## config.mk

```make
export PLATFORM = sky130hd
export DESIGN_NAME = pedal_sensor_poll_and_scale_top
export DESIGN_NICKNAME = d
export VERILOG_FILES = /design/src/hw/rtl/psp_pkg.sv /design/src/hw/rtl/pedal_sensor_poll_and_scale_top.sv
export SDC_FILE = /design/constraint.sdc
export NUM_CORES = 1
export LEC_CHECK = 0
export ABC_AREA = 1
export BUFFER_PORTS_ARGS = -buffer_cell sky130_fd_sc_hd__buf_2
export CORE_AREA = 3 3 195 197
export DETAILED_ROUTE_END_ITERATION = 10
export DIE_AREA = 0 0 198 200
export RECOVER_POWER = 100
export SYNTH_ARGS = -nofsm -noshare
export SYNTH_HDL_FRONTEND = slang
export SYNTH_SLANG_ARGS = --single-unit
```

## constraint.sdc

```tcl
create_clock -name aclk -period 7.31 [get_ports aclk]
set_clock_uncertainty 0.1 [all_clocks]
set_input_delay 0.3655 -clock aclk [delete_from_list [all_inputs] [get_ports aclk]]
set_output_delay 0.3655 -clock aclk [all_outputs]
set_load 0.005 [all_outputs]
```

## src/hw/rtl/psp_pkg.sv

```systemverilog
// ----------------------------------------------------------------------------
// Pedal sensor poll and scale: shared package
// Commands, register indexes, conversion constants and the fixed-point
// sample-to-percent helpers.
// ----------------------------------------------------------------------------
package psp_pkg;

    // Field widths
    localparam int CMD_W    = 2;
    localparam int ADDR_W   = 8;
    localparam int SAMPLE_W = 12;
    localparam int PCT_W    = 7;
    localparam int CFG_W    = 16;
    localparam int CIDX_W   = 2;
    localparam int MV_W     = 12;

    // Default timer width
    localparam int TIMER_BITS_DEF = 16;

    // Input commands
    typedef enum logic [CMD_W-1:0] {
        CMD_TICK = 2'd0,
        CMD_POLL = 2'd1,
        CMD_RESP = 2'd2,
        CMD_NONE = 2'd3
    } cmd_t;

    // Configuration register indexes
    typedef enum logic [CIDX_W-1:0] {
        REG_RESEND_MIN = 2'd0,
        REG_TIMEOUT    = 2'd1,
        REG_SENSOR_ADR = 2'd2,
        REG_UNUSED     = 2'd3
    } reg_idx_t;

    // Register reset values
    localparam logic [CFG_W-1:0]  RESEND_MIN_RST = 16'd10;
    localparam logic [CFG_W-1:0]  TIMEOUT_RST    = 16'd100;
    localparam logic [ADDR_W-1:0] SENSOR_ADR_RST = 8'd1;

    // floor(s * 3300 / 4095) == (s * 845007) >> 20 for every 12-bit sample.
    localparam logic [19:0] MV_RECIP = 20'd845007;
    localparam int          MV_SHIFT = 20;

    // Throttle window, offset and span (span 800 is a shift by three).
    localparam logic [MV_W-1:0] THR_LO  = 12'd1200;
    localparam logic [MV_W-1:0] THR_HI  = 12'd2200;
    localparam logic [MV_W-1:0] THR_OFS = 12'd1300;

    // Brake window and offset; d * 100 / 1650 == (d * 3972) >> 16 for d < 1500.
    localparam logic [MV_W-1:0] BRK_LO    = 12'd1000;
    localparam logic [MV_W-1:0] BRK_HI    = 12'd2700;
    localparam logic [MV_W-1:0] BRK_OFS   = 12'd1200;
    localparam logic [11:0]     BRK_RECIP = 12'd3972;

    localparam logic [PCT_W-1:0] PCT_MAX = 7'd100;

    // Result flags and percentages
    typedef struct packed {
        logic [PCT_W-1:0] brake_percent;
        logic [PCT_W-1:0] throttle_percent;
        logic             link_ok;
        logic             send_request;
    } result_t;

    // Converter code to millivolts
    function automatic logic [MV_W-1:0] to_mv(input logic [SAMPLE_W-1:0] sample);
        logic [31:0] prod;
        prod = 32'(sample) * 32'(MV_RECIP);
        return prod[MV_SHIFT +: MV_W];
    endfunction

    // Throttle millivolts to percent, zero outside the window
    function automatic logic [PCT_W-1:0] thr_pct(input logic [MV_W-1:0] mv);
        logic [MV_W-1:0] diff;
        logic [MV_W-4:0] quo;
        diff = mv - THR_OFS;
        quo  = diff[MV_W-1:3];
        if (mv > THR_LO && mv < THR_HI && mv > THR_OFS) begin
            return (quo > (MV_W-3)'(PCT_MAX)) ? PCT_MAX : quo[PCT_W-1:0];
        end
        return '0;
    endfunction

    // Brake millivolts to percent, zero outside the window
    function automatic logic [PCT_W-1:0] brk_pct(input logic [MV_W-1:0] mv);
        logic [MV_W-1:0] diff;
        logic [23:0]     prod;
        logic [7:0]      quo;
        diff = mv - BRK_OFS;
        prod = 24'(diff) * 24'(BRK_RECIP);
        quo  = prod[23:16];
        if (mv > BRK_LO && mv < BRK_HI && mv > BRK_OFS) begin
            return (quo > 8'(PCT_MAX)) ? PCT_MAX : quo[PCT_W-1:0];
        end
        return '0;
    endfunction

endpackage

```

## src/hw/rtl/pedal_sensor_poll_and_scale_top.sv

```systemverilog
// ----------------------------------------------------------------------------
// Pedal sensor poll and scale: top level
// Polls a remote pedal board and turns its throttle and brake samples into
// percent positions.
// ----------------------------------------------------------------------------
// Usage:
//   The input stream carries one command per transaction in s_tuser (tick,
//   poll or response); response payload sits in s_tdata. Every input
//   transaction produces exactly one output transaction on the m_ stream,
//   in order.
//   The item is registered on acceptance, with both samples already
//   converted to millivolts by one constant multiply, and the timer, poll
//   and window/scale logic then fill the result register.
//   Throughput is one item per cycle; both stages move together whenever
//   the result register is empty or being drained.
//   When m_tready is low with a result pending, the input stage keeps one
//   more item and then s_tready drops until the receiver takes the result.
//   Configuration writes on cfg_* are taken at any cycle (cfg_ready is
//   always high) and should only be issued while the block is idle.
//   Reset (aresetn low, synchronous) empties both stages, loads the register
//   defaults, clears the timer, miss count and stored positions, and marks
//   the sensor ready.
// ----------------------------------------------------------------------------
module pedal_sensor_poll_and_scale_top #(
    parameter int TIMER_BITS = psp_pkg::TIMER_BITS_DEF
) (
    input  logic                       aclk,
    input  logic                       aresetn,
    // Input stream
    input  logic                       s_tvalid,
    output logic                       s_tready,
    // s_tdata: source_address[7:0], throttle_sample[19:8], brake_sample[31:20]
    input  logic [31:0]                s_tdata,
    // s_tuser: command[1:0]
    input  logic [psp_pkg::CMD_W-1:0]  s_tuser,
    // Result stream
    output logic                       m_tvalid,
    input  logic                       m_tready,
    // m_tdata: send_request[0], link_ok[1], throttle_percent[8:2],
    //          brake_percent[15:9]
    output logic [15:0]                m_tdata,
    // Configuration write channel
    input  logic                       cfg_valid,
    output logic                       cfg_ready,
    input  logic [psp_pkg::CIDX_W-1:0] cfg_index,
    input  logic [psp_pkg::CFG_W-1:0]  cfg_data
);
    import psp_pkg::*;

    localparam int CMP_W = (TIMER_BITS > CFG_W) ? TIMER_BITS : CFG_W;

    // Configuration registers
    logic [CFG_W-1:0]  resend_min_reg;
    logic [CFG_W-1:0]  timeout_reg;
    logic [ADDR_W-1:0] sensor_adr_reg;

    // Input stage
    logic              in_valid_reg;
    cmd_t              in_cmd_reg;
    logic [ADDR_W-1:0] in_addr_reg;
    logic [MV_W-1:0]   in_thr_mv_reg;
    logic [MV_W-1:0]   in_brk_mv_reg;

    // Block state
    logic [TIMER_BITS-1:0] wait_timer_reg, wait_timer_next;
    logic                  ready_reg, ready_next;
    logic [1:0]            miss_count_reg, miss_count_next;
    logic [PCT_W-1:0]      thr_store_reg, thr_store_next;
    logic [PCT_W-1:0]      brk_store_reg, brk_store_next;

    // Result stage
    logic    out_valid_reg;
    result_t res_reg, res_next;

    logic out_free;
    logic advance;
    logic s_accept;

    assign out_free  = !out_valid_reg || m_tready;
    assign advance   = in_valid_reg && out_free;
    assign s_tready  = !in_valid_reg || out_free;
    assign s_accept  = s_tvalid && s_tready;
    assign cfg_ready = 1'b1;

    assign m_tvalid = out_valid_reg;
    assign m_tdata  = res_reg;

    // Configuration writes; an index beyond the list is ignored
    always_ff @(posedge aclk) begin
        if (!aresetn) begin
            resend_min_reg <= RESEND_MIN_RST;
            timeout_reg    <= TIMEOUT_RST;
            sensor_adr_reg <= SENSOR_ADR_RST;
        end else if (cfg_valid && cfg_ready) begin
            unique case (reg_idx_t'(cfg_index))
                REG_RESEND_MIN: resend_min_reg <= cfg_data;
                REG_TIMEOUT:    timeout_reg    <= cfg_data;
                REG_SENSOR_ADR: sensor_adr_reg <= cfg_data[ADDR_W-1:0];
                default: ;
            endcase
        end
    end

    // Input stage: register the command and the samples in millivolts
    always_ff @(posedge aclk) begin
        if (!aresetn) begin
            in_valid_reg <= 1'b0;
        end else if (s_tready) begin
            in_valid_reg <= s_tvalid;
        end
    end

    always_ff @(posedge aclk) begin
        if (s_accept) begin
            in_cmd_reg    <= cmd_t'(s_tuser);
            in_addr_reg   <= s_tdata[7:0];
            in_thr_mv_reg <= to_mv(s_tdata[19:8]);
            in_brk_mv_reg <= to_mv(s_tdata[31:20]);
        end
    end

    // Timer, poll decision, response handling and scaling
    always_comb begin
        logic             due;
        logic             suppress;
        logic [1:0]       miss_inc;
        logic [CMP_W-1:0] timer_ext;

        wait_timer_next = wait_timer_reg;
        ready_next      = ready_reg;
        miss_count_next = miss_count_reg;
        thr_store_next  = thr_store_reg;
        brk_store_next  = brk_store_reg;
        res_next        = '0;

        timer_ext = CMP_W'(wait_timer_reg);
        due       = (timer_ext > CMP_W'(resend_min_reg) && ready_reg) ||
                    (timer_ext > CMP_W'(timeout_reg));
        suppress  = 1'b0;
        miss_inc  = miss_count_reg + 2'd1;

        case (in_cmd_reg)
            CMD_TICK: begin
                if (wait_timer_reg != '1) begin
                    wait_timer_next = wait_timer_reg + TIMER_BITS'(1);
                end
            end
            CMD_POLL: begin
                if (due) begin
                    if (!ready_reg) begin
                        // Second miss in a row: hold off and report failure.
                        if (miss_inc > 2'd1) begin
                            miss_count_next = '0;
                            suppress        = 1'b1;
                        end else begin
                            miss_count_next = miss_inc;
                        end
                    end else begin
                        ready_next      = 1'b0;
                        miss_count_next = '0;
                    end
                    if (!suppress) begin
                        wait_timer_next       = '0;
                        res_next.send_request = 1'b1;
                    end
                end
                res_next.link_ok = !suppress;
            end
            CMD_RESP: begin
                if (in_addr_reg == sensor_adr_reg) begin
                    thr_store_next   = thr_pct(in_thr_mv_reg);
                    brk_store_next   = brk_pct(in_brk_mv_reg);
                    ready_next       = 1'b1;
                    wait_timer_next  = '0;
                    res_next.link_ok = 1'b1;
                end
            end
            default: ;
        endcase

        res_next.throttle_percent = thr_store_next;
        res_next.brake_percent    = brk_store_next;
    end

    // State and result registers
    always_ff @(posedge aclk) begin
        if (!aresetn) begin
            wait_timer_reg <= '0;
            ready_reg      <= 1'b1;
            miss_count_reg <= '0;
            thr_store_reg  <= '0;
            brk_store_reg  <= '0;
            out_valid_reg  <= 1'b0;
        end else begin
            if (advance) begin
                wait_timer_reg <= wait_timer_next;
                ready_reg      <= ready_next;
                miss_count_reg <= miss_count_next;
                thr_store_reg  <= thr_store_next;
                brk_store_reg  <= brk_store_next;
            end
            if (out_free) begin
                out_valid_reg <= in_valid_reg;
            end
        end
    end

    always_ff @(posedge aclk) begin
        if (advance) begin
            res_reg <= res_next;
        end
    end

    // A sent request always reports a good link.
    a_send_ok : assert property (@(posedge aclk) disable iff (!aresetn)
        m_tvalid |-> (!res_reg.send_request || res_reg.link_ok))
        else $error("send_request without link_ok");

    // Stored positions never exceed full scale.
    a_pct_range : assert property (@(posedge aclk) disable iff (!aresetn)
        (thr_store_reg <= PCT_MAX) && (brk_store_reg <= PCT_MAX))
        else $error("stored position above full scale");

    // A sent request clears the timer and waits for a response.
    a_send_state : assert property (@(posedge aclk) disable iff (!aresetn)
        (advance && res_next.send_request) |=> (wait_timer_reg == '0 && !ready_reg))
        else $error("request sent without timer clear or ready drop");

    // The miss counter wraps back before it can reach two.
    a_miss_range : assert property (@(posedge aclk) disable iff (!aresetn)
        miss_count_reg <= 2'd1)
        else $error("miss count out of range");

endmodule
```

==> impl_metrics.ini <==
[timing]
tightest_slew_ns = 1.96
fin_crit_sh_pct = 82.0
fin_setup_tns_ns = 0
slew_violations = 116
finalSetupViolCount = 0
finalCriticalPeriod_ns = 5.99
rsz0062_at_grt = no
slew_headroom_pct = -30.4
hold_viol_final = 0
fmax_ghz = 0.167

[clock_network]
post_cts_resized = 0
cts_sinks = 125
cts_buffers = 17
clk_latency_ns = 0.42
cts_setup_buffers = 0
cts_tree = done
clk_pin_slew_ns = 0.06
clockBufferDepth = 2
cts_root_buf = clkbuf_16
h-tree-depth = 4

[yosys]
synthArstFlopShare_pct = 0
syn-cell-area_um2 = 16300
synth_compound_area_share_pct = 9.01
synth.distinct_cells = 48
ys_ff_latch = 125
synth_fa_ha_area_share_pct = 42.8
avgSynthCellArea_um2 = 8.29
synth_edf_count = 50
synth_top_family_by_area = adder cells
synth_xor_area_share_pct = 3.59
synth_fp_nets = 2483
synthMuxAreaShare_pct = 0
seq_area_frac_synth_pct = 18.4
yosys.area_share.simple_pct = 15.7
synth_ff_type = dfxtp_1
yosys_warnings = 0
synth_cells = 1969

[route]
via_per_inst = 5.01
wl_per_cell_um = 14.7
drtIter0Drc = 666
dr.pass1.iters = 5
drc_errors = 0
routed_wl_mm = 37.1
vias = 12700
ant_nets = 0

[cells_and_area]
syn2layout_area_growth_pct = 9.00
final_nets = 2560
drive_gt1_share_pct = 5.10
n_antenna_cell = 0
nFillCells = 3596

[worst_setup_path]
rr_worst_depth = 30
cp-start-kind = flop
crit_fanout = 7
crit_required_ns = 7.52
arrival_ns = 6.21
slowest_delay_ns = 0.55
crit_top_cell = nand2_1
cp.buffers_inverters = 4
path_depth = 30
cp-end-kind = flop
critical_path_class = flop to flop
cp_slowest_cell = fa_1
reg2reg_from = in_brk_mv_reg[5]
cp-startpoint = in_brk_mv_reg[5]
cpLargestDelayFamily = adder cells

[die]
initial_core_util_pct = 44.8
ios = 76
die-area_um2 = 39600
fp.coreArea_um2 = 36400
fp.dieH_um = 200
rows = 70
die_w_um = 198

[min_path]
hold_start = s_tdata[7]
hold_depth = 1
holdCritPathClass = input pin to flop

[placement]
dpl.hpwl_mm = 31.3
place_congestion = 0.908
port_buffers = 74

[grt]
overflow = 0
grt_usage_pct = 19.5
grt_start_max_net_pins = 44
grt_pass1_wl_mm = 63.0
grt_pass1_vias = 12900
antenna_found_initial = 0

[status]
violations = max-capacitance violations, max-slew violations
status = finished with violations

[job]
maxCapViolCount = 3
==> cells in the mapped netlist (2+ instances only) <==
library cell  instances  area [µm²]
o21ai_1              15        75.1
a211oi_1              6        45.0
o21a_1                2        15.0
buf_2                 3        15.0
nand2_1             310        1160
a21o_1                6        45.0
nor3_2                3        30.0
nor2_2                4        25.0
fa_1                169        3380
nand4_1              32         200
buf_4                 2        15.0
xnor2_1              18         158
clkbuf_1             15        56.3
o21ai_0              78         390
nand3_1              64         320
a21oi_1             132         661
o31ai_1               2        15.0
nor2_1              142         533
inv_1               420        1580
a31oi_1               6        37.5
dfxtp_1              75        1500
nand2_2               6        37.5
inv_2                 8        30.0
ha_1                288        3600
xor2_1               49         429
or2_2                 2        12.5
nand3b_1              6        45.0
nor3_1               16        80.1
o211ai_1             12        90.1
o21bai_1              3        22.5
nor4_1                9        56.3
edfxtp_1             50        1500
==> final timing paths <==
kind                                     endpoint  slack [ns]
worst max-delay path             brk_store_reg[6]        1.32
worst max register to register   brk_store_reg[6]        1.32
worst min-delay path               in_addr_reg[7]        0.02
worst min register to register  miss_count_reg[1]        0.36
==> timing repair <==
action,CTS,global route
setup endpoints to repair,0,0
endpoints found under the hold margin,3,0
hold buffers,3,0
==> through the flow <==
stage | hold slack [ns] | instances | instance area (µm²) | setup slack (ns) | util, %
after floorplan | 0.327 | 1969 | 16300 | 2.08 | -
after global placement | 0.342 | 2492 | 17200 | 1.65 | 47.2
after detailed placement | 0.352 | 2492 | 17200 | 1.50 | 47.2
after CTS | 0.000658 | 2527 | 17900 | 1.48 | 49.1
after global routing | 0.00148 | 2527 | 17800 | 0.691 | 48.8
final | 0.0226 | 2527 | 17800 | 1.32 | 48.8
==> layer usage <==
layer | share of wire, % | vias to the layer above | wire length [µm] | global-route usage, %
met4 | 1.3 | 0 | 464 | 4.17
li1 | - | 6460 | - | -
met5 | 0 | - | 0 | 0
met3 | 3.0 | 30 | 1100 | 2.45
met1 | 47 | 5957 | 17600 | 26.9
met2 | 48 | 206 | 17900 | 33.3
==> final cells by class <==
cell class              count  area, µm²  area share [%]
inverters                 428       1610            9.03
clock inverters            14        213            1.20
repair buffers             79        387            2.17
well taps                 468        586            3.29
flip-flops and latches    125       3000            16.9
multi-input cells        1395      11600            65.0
clock buffers              18        429            2.41
==> cells by family after synthesis <==
| kind of cell | Yosys count |
|---|---|
| and+or+nand+nor | 601 |
| adders and majority gates | 457 |
| buffers and inverters | 449 |
| AOI/OAI and AO/OA | 269 |
| DFF | 125 |
| xor gates and xnor gates | 67 |
| other | 1 |
==> cells in the final DEF (no fill, tap or decap), types with 3 or more instances in the layout <==
| cell | n |
|---|---|
| a211oi_1 | 6 |
| a21o_1 | 6 |
| a21oi_1 | 132 |
| a31oi_1 | 6 |
| buf_2 | 57 |
| bufinv_16 | 5 |
| clkbuf_1 | 19 |
| clkbuf_16 | 17 |
| clkinv_1 | 3 |
| dfxtp_1 | 75 |
| dlygate4sd3_1 | 3 |
| edfxtp_1 | 50 |
| fa_1 | 169 |
| ha_1 | 288 |
| inv_1 | 421 |
| inv_2 | 6 |
| inv_6 | 4 |
| nand2_1 | 313 |
| nand2_2 | 4 |
| nand3_1 | 66 |
| nand3b_1 | 6 |
| nand4_1 | 32 |
| nor2_1 | 145 |
| nor3_1 | 17 |
| nor4_1 | 9 |
| o211ai_1 | 13 |
| o21ai_0 | 91 |
| o21bai_1 | 3 |
| xnor2_1 | 18 |
| xor2_1 | 49 |
Power is not shown: default switching activity piles up to over one toggle a cycle in this logic, so the estimate is an artifact.
